`config.mk`:
```
export PLATFORM = sky130hd
export DESIGN_NAME = pilot_smoother_edge_renorm
export DESIGN_NICKNAME = d
export VERILOG_FILES = /design/src/rtl/pser_pkg.sv /design/src/rtl/pilot_smoother_edge_renorm.sv
export VERILOG_INCLUDE_DIRS = /design/src /design/src/rtl
export SDC_FILE = /design/constraint.sdc
export NUM_CORES = 2
export LEC_CHECK = 0
export BUFFER_PORTS_ARGS = -buffer_cell sky130_fd_sc_hd__buf_2
export CORE_AREA = 3 3 438 440
export CTS_BUF_LIST = sky130_fd_sc_hd__clkbuf_4 sky130_fd_sc_hd__clkbuf_8
export DETAILED_ROUTE_END_ITERATION = 6
export DIE_AREA = 0 0 441 443
export PLACE_DENSITY = 0.74
export SLEW_MARGIN = 10
export SYNTH_ARGS = -nofsm -noshare
export SYNTH_HDL_FRONTEND = slang
export SYNTH_SLANG_ARGS = --single-unit
```
`constraint.sdc`:
```
create_clock -name aclk -period 6.95 [get_ports aclk]
set_input_delay 0.3475 -clock aclk [delete_from_list [all_inputs] [get_ports aclk]]
set_output_delay 0.3475 -clock aclk [all_outputs]
set_load 0.005 [all_outputs]
```
`src/rtl/pilot_smoother_edge_renorm_assert.svh`:
```
// Assertion macros shared by the pilot smoother RTL.
`ifndef PILOT_SMOOTHER_EDGE_RENORM_ASSERT_SVH
`define PILOT_SMOOTHER_EDGE_RENORM_ASSERT_SVH

// Same-cycle implication, disabled while reset is asserted.
`define PSER_ASSERT_NOW(label, clk, rstn, ante, cons, msg) \
    label: assert property (@(posedge clk) disable iff (!rstn) (ante) |-> (cons)) \
        else $error(msg);

// Next-cycle implication, disabled while reset is asserted.
`define PSER_ASSERT_NEXT(label, clk, rstn, ante, cons, msg) \
    label: assert property (@(posedge clk) disable iff (!rstn) (ante) |=> (cons)) \
        else $error(msg);

`endif

```
`src/rtl/pser_pkg.sv`:
```
// Constants and helpers for the pilot smoother with renormalised band edges.
package pser_pkg;

    localparam int DEF_MAX_TAPS  = 16;
    localparam int SAMPLE_W      = 16;
    localparam int TAP_W         = 16;
    localparam int PROD_W        = 2 * SAMPLE_W;
    localparam int ACC_W         = 36;
    localparam int NORM_W        = 21;
    localparam int NUM_W         = 37;
    localparam int DIVC_W        = $clog2(NUM_W);
    localparam int FRAC_BITS     = 14;
    localparam int INT_ROUND     = 1 << (FRAC_BITS - 1);
    localparam int NUM_REG_TAPS  = 16;
    localparam int NUM_TAP_WORDS = 4;
    localparam int TAP_COUNT_W   = 5;
    localparam int IDX_W         = 5;
    localparam int INDEX_CAP     = 31;
    localparam int CFG_IDX_W     = 3;
    localparam int CFG_DATA_W    = 64;
    localparam int SAT_POS       = 32767;
    localparam int SAT_NEG_MAG   = 32768;

    localparam logic [CFG_IDX_W-1:0] REG_TAP_COUNT = 3'd0;
    localparam logic [CFG_IDX_W-1:0] REG_TAPS_0    = 3'd1;
    localparam logic [CFG_IDX_W-1:0] REG_TAPS_1    = 3'd2;
    localparam logic [CFG_IDX_W-1:0] REG_TAPS_2    = 3'd3;
    localparam logic [CFG_IDX_W-1:0] REG_TAPS_3    = 3'd4;

    localparam logic [TAP_COUNT_W-1:0] TAP_COUNT_RST = 5'd1;
    localparam logic [CFG_DATA_W-1:0]  TAPS_0_RST    = 64'd16384;
    localparam logic [CFG_DATA_W-1:0]  TAPS_N_RST    = 64'd0;

    // Apply sign to a rounded magnitude and saturate to 16 bits.
    function automatic logic [SAMPLE_W-1:0] sat16(input logic neg,
                                                  input logic [NUM_W-1:0] q);
        if (!neg) begin
            return (q > NUM_W'(SAT_POS)) ? 16'h7FFF : q[SAMPLE_W-1:0];
        end
        return (q > NUM_W'(SAT_NEG_MAG)) ? 16'h8000 : (~q[SAMPLE_W-1:0] + 16'd1);
    endfunction

endpackage

```
`src/rtl/pilot_smoother_edge_renorm.sv`:
```
// Pilot smoother: real FIR over complex pilots with renormalised band edges.
//
// Usage
//   s_ channel: one pilot per transfer. s_tdata[15:0] is the real part,
//   s_tdata[31:16] the imaginary part; s_tlast marks the last pilot of a band.
//   m_ channel: one smoothed pilot per transfer, same packing; m_tlast marks
//   the final result of the band. Pilot i comes out once pilot i+M/2 is in;
//   the pilot marked last flushes every outstanding result of the band.
//   cfg_ port: write tap count (index 0) and the four tap words (1..4) while
//   the block is idle; writes land on the clock edge with cfg_we high.
// Timing
//   Samples sit in a circular window memory with a registered read. Each result
//   runs a single shared complex MAC over the M taps, then rounding set-up in
//   the ABS and PREP steps. Interior results round by shift; edge results with
//   a positive tap sum go through a 37-step restoring divider (one quotient bit
//   per cycle) for each of I and Q in parallel; other edge results pass the
//   centre sample through. s_tready returns once the last result of a transfer
//   loads into the output register; a band end runs the same sequence for each
//   flushed result. s_tready is high only while the sequencer is idle.
// Reset and stall
//   aresetn (synchronous, active low) restores the power-up taps (single tap of
//   1.0) and starts a fresh band; the window memory is not cleared. A held
//   result waits in the output register; the sequencer holds in its emit step
//   until that register frees up, so a stalled receiver stalls input too.
`include "pilot_smoother_edge_renorm_assert.svh"

module pilot_smoother_edge_renorm
    import pser_pkg::*;
#(
    parameter int MAX_TAPS = DEF_MAX_TAPS
) (
    input  logic                  aclk,
    input  logic                  aresetn,
    // input pilots
    input  logic                  s_tvalid,
    output logic                  s_tready,
    input  logic [31:0]           s_tdata,    // [15:0] sample_re, [31:16] sample_im
    input  logic                  s_tlast,    // band_end
    // smoothed pilots
    output logic                  m_tvalid,
    input  logic                  m_tready,
    output logic [31:0]           m_tdata,    // [15:0] smooth_re, [31:16] smooth_im
    output logic                  m_tlast,    // band_done
    // configuration writes
    input  logic                  cfg_we,
    input  logic [CFG_IDX_W-1:0]  cfg_index,
    input  logic [CFG_DATA_W-1:0] cfg_wdata
);

    localparam int WIN_DEPTH = MAX_TAPS + 1;
    localparam int ADDR_W    = $clog2(WIN_DEPTH);
    localparam int MEM_DEPTH = 2 ** ADDR_W;
    localparam int CNT_W     = $clog2(MAX_TAPS + 2);
    localparam int OFF_W     = CNT_W + 2;
    localparam int DVS_W     = NORM_W;

    typedef enum logic [2:0] {
        ST_IDLE,
        ST_MAC,
        ST_ABS,
        ST_PREP,
        ST_DIV,
        ST_EMIT
    } state_t;

    // ------------------------------------------------------------------
    // Configuration registers
    // ------------------------------------------------------------------
    logic [TAP_COUNT_W-1:0] tap_count_reg;
    logic [CFG_DATA_W-1:0]  taps_word_reg [NUM_TAP_WORDS];

    always_ff @(posedge aclk) begin
        if (!aresetn) begin
            tap_count_reg    <= TAP_COUNT_RST;
            taps_word_reg[0] <= TAPS_0_RST;
            taps_word_reg[1] <= TAPS_N_RST;
            taps_word_reg[2] <= TAPS_N_RST;
            taps_word_reg[3] <= TAPS_N_RST;
        end else if (cfg_we) begin
            case (cfg_index)
                REG_TAP_COUNT: tap_count_reg    <= cfg_wdata[TAP_COUNT_W-1:0];
                REG_TAPS_0:    taps_word_reg[0] <= cfg_wdata;
                REG_TAPS_1:    taps_word_reg[1] <= cfg_wdata;
                REG_TAPS_2:    taps_word_reg[2] <= cfg_wdata;
                REG_TAPS_3:    taps_word_reg[3] <= cfg_wdata;
                default: ;  // drop writes beyond the register list
            endcase
        end
    end

    // Clamp the tap count to 1..MAX_TAPS; h is the centre offset.
    logic [CNT_W-1:0] m_eff;
    logic [CNT_W-1:0] h_eff;

    always_comb begin
        if (tap_count_reg == '0) begin
            m_eff = CNT_W'(1);
        end else if (int'(tap_count_reg) > MAX_TAPS) begin
            m_eff = CNT_W'(MAX_TAPS);
        end else begin
            m_eff = CNT_W'(tap_count_reg);
        end
        h_eff = m_eff >> 1;
    end

    // ------------------------------------------------------------------
    // Sequencer registers
    // ------------------------------------------------------------------
    state_t                    state_reg;
    logic [ADDR_W-1:0]         wp_reg;        // address of the newest sample
    logic [IDX_W-1:0]          idx_reg;       // samples seen in this band, capped
    logic [IDX_W-1:0]          j_reg;         // index of the newest sample
    logic                      last_reg;
    logic [CNT_W-1:0]          mtap_reg;
    logic [CNT_W-1:0]          h_reg;
    logic [CNT_W-1:0]          d_reg;         // newest index minus output index
    logic [CNT_W-1:0]          m_cnt_reg;

    logic                      p1_valid_reg;
    logic                      p1_cap_reg;
    logic signed [TAP_W-1:0]   p1_tap_reg;
    logic                      p2_valid_reg;
    logic signed [TAP_W-1:0]   p2_tap_reg;
    logic signed [PROD_W-1:0]  p2_re_reg;
    logic signed [PROD_W-1:0]  p2_im_reg;

    logic signed [ACC_W-1:0]   acc_re_reg;
    logic signed [ACC_W-1:0]   acc_im_reg;
    logic signed [NORM_W-1:0]  norm_reg;
    logic [31:0]               pass_reg;

    logic [ACC_W-1:0]          mag_re_reg;
    logic [ACC_W-1:0]          mag_im_reg;
    logic                      neg_re_reg;
    logic                      neg_im_reg;
    logic                      use_pass_reg;

    logic [NUM_W-1:0]          num_re_reg;    // numerator, becomes the quotient
    logic [NUM_W-1:0]          num_im_reg;
    logic [DVS_W-1:0]          rem_re_reg;
    logic [DVS_W-1:0]          rem_im_reg;
    logic [DVS_W-1:0]          dvs_reg;
    logic [DIVC_W-1:0]         div_cnt_reg;

    logic                      m_tvalid_reg;
    logic [31:0]               m_data_reg;
    logic                      m_last_reg;

    // ------------------------------------------------------------------
    // Handshake and window addressing
    // ------------------------------------------------------------------
    logic                      in_xfer;
    logic [ADDR_W-1:0]         wp_next;
    logic [IDX_W-1:0]          idx_next;
    logic signed [OFF_W-1:0]   off_s;
    logic                      issue_ok;
    logic                      cap_now;
    logic [ADDR_W-1:0]         rd_addr;
    logic [3:0]                tap_sel;
    logic signed [TAP_W-1:0]   tap_now;

    assign s_tready = (state_reg == ST_IDLE);
    assign in_xfer  = s_tvalid && s_tready;
    assign wp_next  = wp_reg + ADDR_W'(1);

    always_comb begin
        if (s_tlast) begin
            idx_next = '0;
        end else if (int'(idx_reg) >= INDEX_CAP) begin
            idx_next = idx_reg;
        end else begin
            idx_next = idx_reg + IDX_W'(1);
        end
    end

    // Tap m reads window entry d+h-m counted back from the newest sample;
    // drop taps that land after the newest sample or before the band start.
    assign off_s = $signed({2'b00, d_reg}) + $signed({2'b00, h_reg})
                 - $signed({2'b00, m_cnt_reg});
    assign issue_ok = (state_reg == ST_MAC) && (m_cnt_reg < mtap_reg)
                   && !off_s[OFF_W-1] && (int'(off_s) <= int'(j_reg));
    // Tap h always sits on the output's own sample: keep it for pass-through.
    assign cap_now = (state_reg == ST_MAC) && (m_cnt_reg == h_reg);
    assign rd_addr = wp_reg - off_s[ADDR_W-1:0];

    always_comb begin
        tap_sel = 4'(m_cnt_reg);
        if (int'(m_cnt_reg) < NUM_REG_TAPS) begin
            tap_now = $signed(taps_word_reg[tap_sel[3:2]][{tap_sel[1:0], 4'b0000} +: TAP_W]);
        end else begin
            tap_now = '0;
        end
    end

    // ------------------------------------------------------------------
    // Sample window memory: one write port, one registered read port
    // ------------------------------------------------------------------
    logic [31:0] win_mem [MEM_DEPTH];
    logic [31:0] win_rdata_reg;

    always_ff @(posedge aclk) begin
        if (in_xfer) begin
            win_mem[wp_next] <= s_tdata;
        end
        win_rdata_reg <= win_mem[rd_addr];
    end

    // ------------------------------------------------------------------
    // Rounding and division datapath
    // ------------------------------------------------------------------
    logic                  interior;
    logic                  norm_pos;
    logic [DVS_W:0]        rem_re_sh;
    logic [DVS_W:0]        rem_im_sh;
    logic                  re_ge;
    logic                  im_ge;
    logic [DVS_W-1:0]      rem_re_next;
    logic [DVS_W-1:0]      rem_im_next;
    logic                  out_load;
    logic [SAMPLE_W-1:0]   res_re;
    logic [SAMPLE_W-1:0]   res_im;

    // Interior: full window inside the band, scale is a plain 2^-14.
    assign interior = (d_reg == h_reg) && (int'(j_reg) >= 2 * int'(h_reg));
    assign norm_pos = !norm_reg[NORM_W-1] && (norm_reg != '0);

    // Restoring division, one quotient bit per cycle for I and Q.
    assign rem_re_sh   = {rem_re_reg, num_re_reg[NUM_W-1]};
    assign rem_im_sh   = {rem_im_reg, num_im_reg[NUM_W-1]};
    assign re_ge       = rem_re_sh >= {1'b0, dvs_reg};
    assign im_ge       = rem_im_sh >= {1'b0, dvs_reg};
    assign rem_re_next = re_ge ? DVS_W'(rem_re_sh - {1'b0, dvs_reg}) : rem_re_sh[DVS_W-1:0];
    assign rem_im_next = im_ge ? DVS_W'(rem_im_sh - {1'b0, dvs_reg}) : rem_im_sh[DVS_W-1:0];

    assign res_re = use_pass_reg ? pass_reg[15:0]  : sat16(neg_re_reg, num_re_reg);
    assign res_im = use_pass_reg ? pass_reg[31:16] : sat16(neg_im_reg, num_im_reg);

    assign out_load = (state_reg == ST_EMIT) && (!m_tvalid_reg || m_tready);

    // ------------------------------------------------------------------
    // Sequencer and output register
    // ------------------------------------------------------------------
    always_ff @(posedge aclk) begin
        if (!aresetn) begin
            state_reg    <= ST_IDLE;
            wp_reg       <= '0;
            idx_reg      <= '0;
            p1_valid_reg <= 1'b0;
            p1_cap_reg   <= 1'b0;
            p2_valid_reg <= 1'b0;
            m_tvalid_reg <= 1'b0;
        end else begin
            // MAC pipeline: read issue, multiply, accumulate
            p1_valid_reg <= issue_ok;
            p1_cap_reg   <= cap_now;
            p1_tap_reg   <= tap_now;
            p2_valid_reg <= p1_valid_reg;
            p2_tap_reg   <= p1_tap_reg;
            p2_re_reg    <= p1_tap_reg * $signed(win_rdata_reg[15:0]);
            p2_im_reg    <= p1_tap_reg * $signed(win_rdata_reg[31:16]);
            if (p1_cap_reg) begin
                pass_reg <= win_rdata_reg;
            end
            if (p2_valid_reg) begin
                acc_re_reg <= acc_re_reg + ACC_W'(p2_re_reg);
                acc_im_reg <= acc_im_reg + ACC_W'(p2_im_reg);
                norm_reg   <= norm_reg + NORM_W'(p2_tap_reg);
            end

            // drop the held result once taken, unless a new one loads now
            if (m_tvalid_reg && m_tready && !out_load) begin
                m_tvalid_reg <= 1'b0;
            end

            case (state_reg)
                ST_IDLE: begin
                    if (in_xfer) begin
                        wp_reg     <= wp_next;
                        idx_reg    <= idx_next;
                        j_reg      <= idx_reg;
                        last_reg   <= s_tlast;
                        mtap_reg   <= m_eff;
                        h_reg      <= h_eff;
                        m_cnt_reg  <= '0;
                        acc_re_reg <= '0;
                        acc_im_reg <= '0;
                        norm_reg   <= '0;
                        // Flush starts at the oldest pending output
                        if (int'(idx_reg) >= int'(h_eff)) begin
                            d_reg     <= h_eff;
                            state_reg <= ST_MAC;
                        end else if (s_tlast) begin
                            d_reg     <= CNT_W'(idx_reg);
                            state_reg <= ST_MAC;
                        end
                    end
                end
                ST_MAC: begin
                    m_cnt_reg <= m_cnt_reg + CNT_W'(1);
                    // last product lands in the accumulator on this edge
                    if (m_cnt_reg == mtap_reg + CNT_W'(1)) begin
                        state_reg <= ST_ABS;
                    end
                end
                ST_ABS: begin
                    neg_re_reg <= acc_re_reg[ACC_W-1];
                    neg_im_reg <= acc_im_reg[ACC_W-1];
                    mag_re_reg <= acc_re_reg[ACC_W-1] ? ACC_W'(-acc_re_reg) : ACC_W'(acc_re_reg);
                    mag_im_reg <= acc_im_reg[ACC_W-1] ? ACC_W'(-acc_im_reg) : ACC_W'(acc_im_reg);
                    state_reg  <= ST_PREP;
                end
                ST_PREP: begin
                    if (interior) begin
                        num_re_reg   <= (NUM_W'(mag_re_reg) + NUM_W'(INT_ROUND)) >> FRAC_BITS;
                        num_im_reg   <= (NUM_W'(mag_im_reg) + NUM_W'(INT_ROUND)) >> FRAC_BITS;
                        use_pass_reg <= 1'b0;
                        state_reg    <= ST_EMIT;
                    end else if (norm_pos) begin
                        // round half away: (2|acc| + norm) / (2 norm)
                        num_re_reg   <= {mag_re_reg, 1'b0} + NUM_W'(norm_reg[NORM_W-2:0]);
                        num_im_reg   <= {mag_im_reg, 1'b0} + NUM_W'(norm_reg[NORM_W-2:0]);
                        dvs_reg      <= {norm_reg[NORM_W-2:0], 1'b0};
                        rem_re_reg   <= '0;
                        rem_im_reg   <= '0;
                        div_cnt_reg  <= '0;
                        use_pass_reg <= 1'b0;
                        state_reg    <= ST_DIV;
                    end else begin
                        use_pass_reg <= 1'b1;
                        state_reg    <= ST_EMIT;
                    end
                end
                ST_DIV: begin
                    rem_re_reg  <= rem_re_next;
                    rem_im_reg  <= rem_im_next;
                    num_re_reg  <= {num_re_reg[NUM_W-2:0], re_ge};
                    num_im_reg  <= {num_im_reg[NUM_W-2:0], im_ge};
                    div_cnt_reg <= div_cnt_reg + DIVC_W'(1);
                    if (div_cnt_reg == DIVC_W'(NUM_W - 1)) begin
                        state_reg <= ST_EMIT;
                    end
                end
                ST_EMIT: begin
                    if (out_load) begin
                        m_tvalid_reg <= 1'b1;
                        m_data_reg   <= {res_im, res_re};
                        m_last_reg   <= last_reg && (d_reg == '0);
                        if (last_reg && (d_reg != '0)) begin
                            // advance to the next flushed output
                            d_reg      <= d_reg - CNT_W'(1);
                            m_cnt_reg  <= '0;
                            acc_re_reg <= '0;
                            acc_im_reg <= '0;
                            norm_reg   <= '0;
                            state_reg  <= ST_MAC;
                        end else begin
                            state_reg <= ST_IDLE;
                        end
                    end
                end
                default: state_reg <= ST_IDLE;
            endcase
        end
    end

    assign m_tvalid = m_tvalid_reg;
    assign m_tdata  = m_data_reg;
    assign m_tlast  = m_last_reg;

    // ------------------------------------------------------------------
    // Assertions
    // ------------------------------------------------------------------
    `PSER_ASSERT_NOW(a_no_result_overwrite, aclk, aresetn, out_load, !m_tvalid_reg || m_tready, "result register overwritten while held")
    `PSER_ASSERT_NOW(a_div_nonzero, aclk, aresetn, state_reg == ST_DIV, dvs_reg != '0, "edge divider running with zero divisor")
    `PSER_ASSERT_NEXT(a_band_rewind, aclk, aresetn, in_xfer && s_tlast, idx_reg == '0, "sample index not rewound after band end")

endmodule
```
==> flow_metrics.tcl <==
set metrics [dict create \
    syn_nets 9004 \
    dpl_cell_area_um2 107700 \
    ant_nets 0 \
    final-setup-viol-count 0 \
    ys_seq_elements 1828 \
    pin_count 140 \
    placed_cells 10430 \
    grt.overflow.total 0 \
    hp-class "in -> reg" \
    fillers 14108 \
    hpwlAfterDp_um 166200 \
    maxSlewViolCount 0 \
    cap_violations 0 \
    ys_async_sr_fraction 0 \
    gp_congestion 0.9071 \
    vias 65519 \
    hold_ws_ns 0.1676 \
    die-area_um2 195400 \
    critical_path_class "reg -> reg" \
    grt_pass1_vias 67552 \
    final_cells 11065 \
    clockRootBuffer "clkbuf_8" \
    synth_edf_count 1772 \
    run_status "completed" \
    min_period_ns 6.666 \
    clock-sinks 1828 \
    design_area_um2 114800 \
    coreArea_um2 188000 \
    synth_ff_type "edfxtp_1" \
    area_growth_pct 11.12 \
    fin_crit_sh 0.9591 \
    start_util 0.5495 \
    die_y_um 443 \
    slowest_stage "fa_1" \
    r2r_start "p1_tap_reg[9]" \
    seq_area_um2 54350 \
    setup-tns-final_ns 0 \
    grt_max_degree 120 \
    drtPass1Iterations 5 \
    r2r_setup_slack_ns 0.28 \
    crit_start "p1_tap_reg[9]" \
    die_x_um 441 \
    start_kind "register" \
    critPathMaxStageDelay_ns 0.54 \
    cp_max_fo 6 \
    synth_top_area_share 0.5151 \
    yosys.cell_count.top_type "edfxtp_1" \
    drive_above_1_share 0.1416 \
    grt_first_pass_wirelength_um 396000 \
    synth.avg_cell_area_um2 12.95 \
    route.detailed.drc 0 \
    finalHoldViolCount 0 \
    rsz0062_at_grt "false" \
    path_clk_slew_ns 0.06 \
    multiInputGateArea_um2 45440 \
    cts_tree "yes" \
    worst-path-stages 23 \
    reg2reg_to "p2_im_reg[30]" \
    r2r_cells 23 \
    rows 159 \
    wirelength_um 255800 \
    synth_cell_types 80 \
    wire_per_inst_um 23.12 \
    max_slew_margin 0.2165 \
    post_drt_via_cell_ratio 5.921 \
    largest_reg_flops 1024 \
    max_freq_ghz 0.1500 \
    numPortBuffers 139 \
    arrival_ns 7.53 \
    finalClockSkew_ns 0.07687 \
    yosys_warnings 0 \
    worstPathCellList "buf_4 > buf_4 > and2_1 > fa_1 > inv_1 > fa_1 > fa_1 > inv_1 > fa_1 > fa_1 > inv_1 > fa_1 > inv_1 > ha_1 > a21o_1 > a21o_1 > a21o_1 > a221o_1 > o21bai_1 > a41oi_1 > a21oi_1 > or4_1 > nand4_1" \
    synth.cells.most_frequent "edfxtp_1 (1772), nand2_1 (827), inv_1 (727)" \
    setup.worst_path.end_class "register" \
    crit_path_frequent_cell "fa_1" \
    yosys-top-cells-area "edfxtp_1 (52%), fa_1 (10%), mux4_2 (7.3%)" \
    finalNetCount 9384 \
    worstMarginPinSlew_ns 1.171 \
    netlist_area_um2 103300 \
    grt_usage 0.2648 \
    h-tree-depth 5 \
    yosysTopAreaCell "edfxtp_1" \
    cts_buffers 311 \
    cts_max_path_buffers 4 \
    yosysSeqAreaShare 0.5259 \
    crit_family "adder cells" \
    drtIter0Drc 6271 \
    antenna_found_initial 16 \
    crit_buf_inv 6 \
    required_ns 7.82 \
    worstSkewPairLatency_ns 1.05 \
    synth_cells 7978 \
    crit_end "p2_im_reg[30]" \
]
[cell families (layout without fill, tap and decap cells)]
family / count (synthesis) / in the layout / share of synthesized area
AO/OA/AOI/OAI: 922 / 922 / 0.05481
XOR/XNOR: 379 / 379 / 0.03213
adder cells (fa/ha/maj): 921 / 921 / 0.1506
buffers and inverters: 1068 / 1648 / 0.03884
flip-flops: 1828 / 1828 / 0.5259
multiplexers: 428 / 428 / 0.08218
other: 0 / 12 / 0
AND/OR/NAND/NOR: 2432 / 2432 / 0.1155
[layout by cell type, fill, tap and decap left out, types with 106 or more instances in the layout]
cell type	count
a21oi_1	284
and2_1	536
buf_2	138
buf_4	143
clkbuf_8	320
dlygate4sd3_1	106
edfxtp_1	1772
fa_1	535
ha_1	383
inv_1	727
mux4_2	336
nand2_1	825
nand3_1	240
nor2_1	355
o21ai_0	255
xnor2_1	262
xor2_1	112
[per-layer routing]
layer | share of wire | global-route usage
met1 | 0.39 | 0.3483
met4 | 0.039 | 0.1008
met5 | 0.00011 | 0
met3 | 0.076 | 0.04592
met2 | 0.50 | 0.4411
[per-stage QoR]
stage / setup slack, ns / util
final: 0.2839 / 0.6106
after global routing: 0.001445 / 0.6106
after CTS: 0.07490 / 0.6101
after detailed placement: 0.09738 / 0.5730
after global placement: 0.1708 / 0.5730
after floorplan: 0.6508 / -
[timing repair]
item / 4_1_cts / 5_1_grt
endpoints found under the hold margin: 1300 / 0
hold buffers: 106 / 0
resized for setup: 0 / 9
setup endpoints to repair: 0 / 5
buffers inserted: 0 / 4
[worst min path at each step]
stage,depth (start not counted),to,start
after floorplan,1,p2_valid_reg,p1_valid_reg
after global placement,1,p2_valid_reg,p1_valid_reg
after detailed placement,1,p2_valid_reg,p1_valid_reg
after CTS,3,taps_word_reg[1][22],cfg_wdata[22]
after global routing,3,taps_word_reg[3][43],cfg_wdata[43]
final,3,taps_word_reg[1][60],cfg_wdata[60]
[worst register-to-register path, delay by kind of cell (launching register included)]
kind	cells	cell delay (ns)
compound gates	7	1.67
fa+ha+maj	7	3.09
buf+inv	6	0.58
flops	1	0.51
simple gates	3	0.68
[layout make-up]
type | instances | share of cell area
Tap cell | 2495 | 0.02719
Timing Repair Buffer | 406 | 0.02787
Sequential cell | 1828 | 0.4734
Antenna cell | 12 | 0.0002616
Multi-Input combinational cell | 5082 | 0.3958
Clock buffer | 411 | 0.04426
Clock inverter | 102 | 0.007303
Inverter | 729 | 0.02384
Power is left out: the tool's default activity adds up to more than one toggle a clock period on the data nets, which glitch-free logic cannot reach.
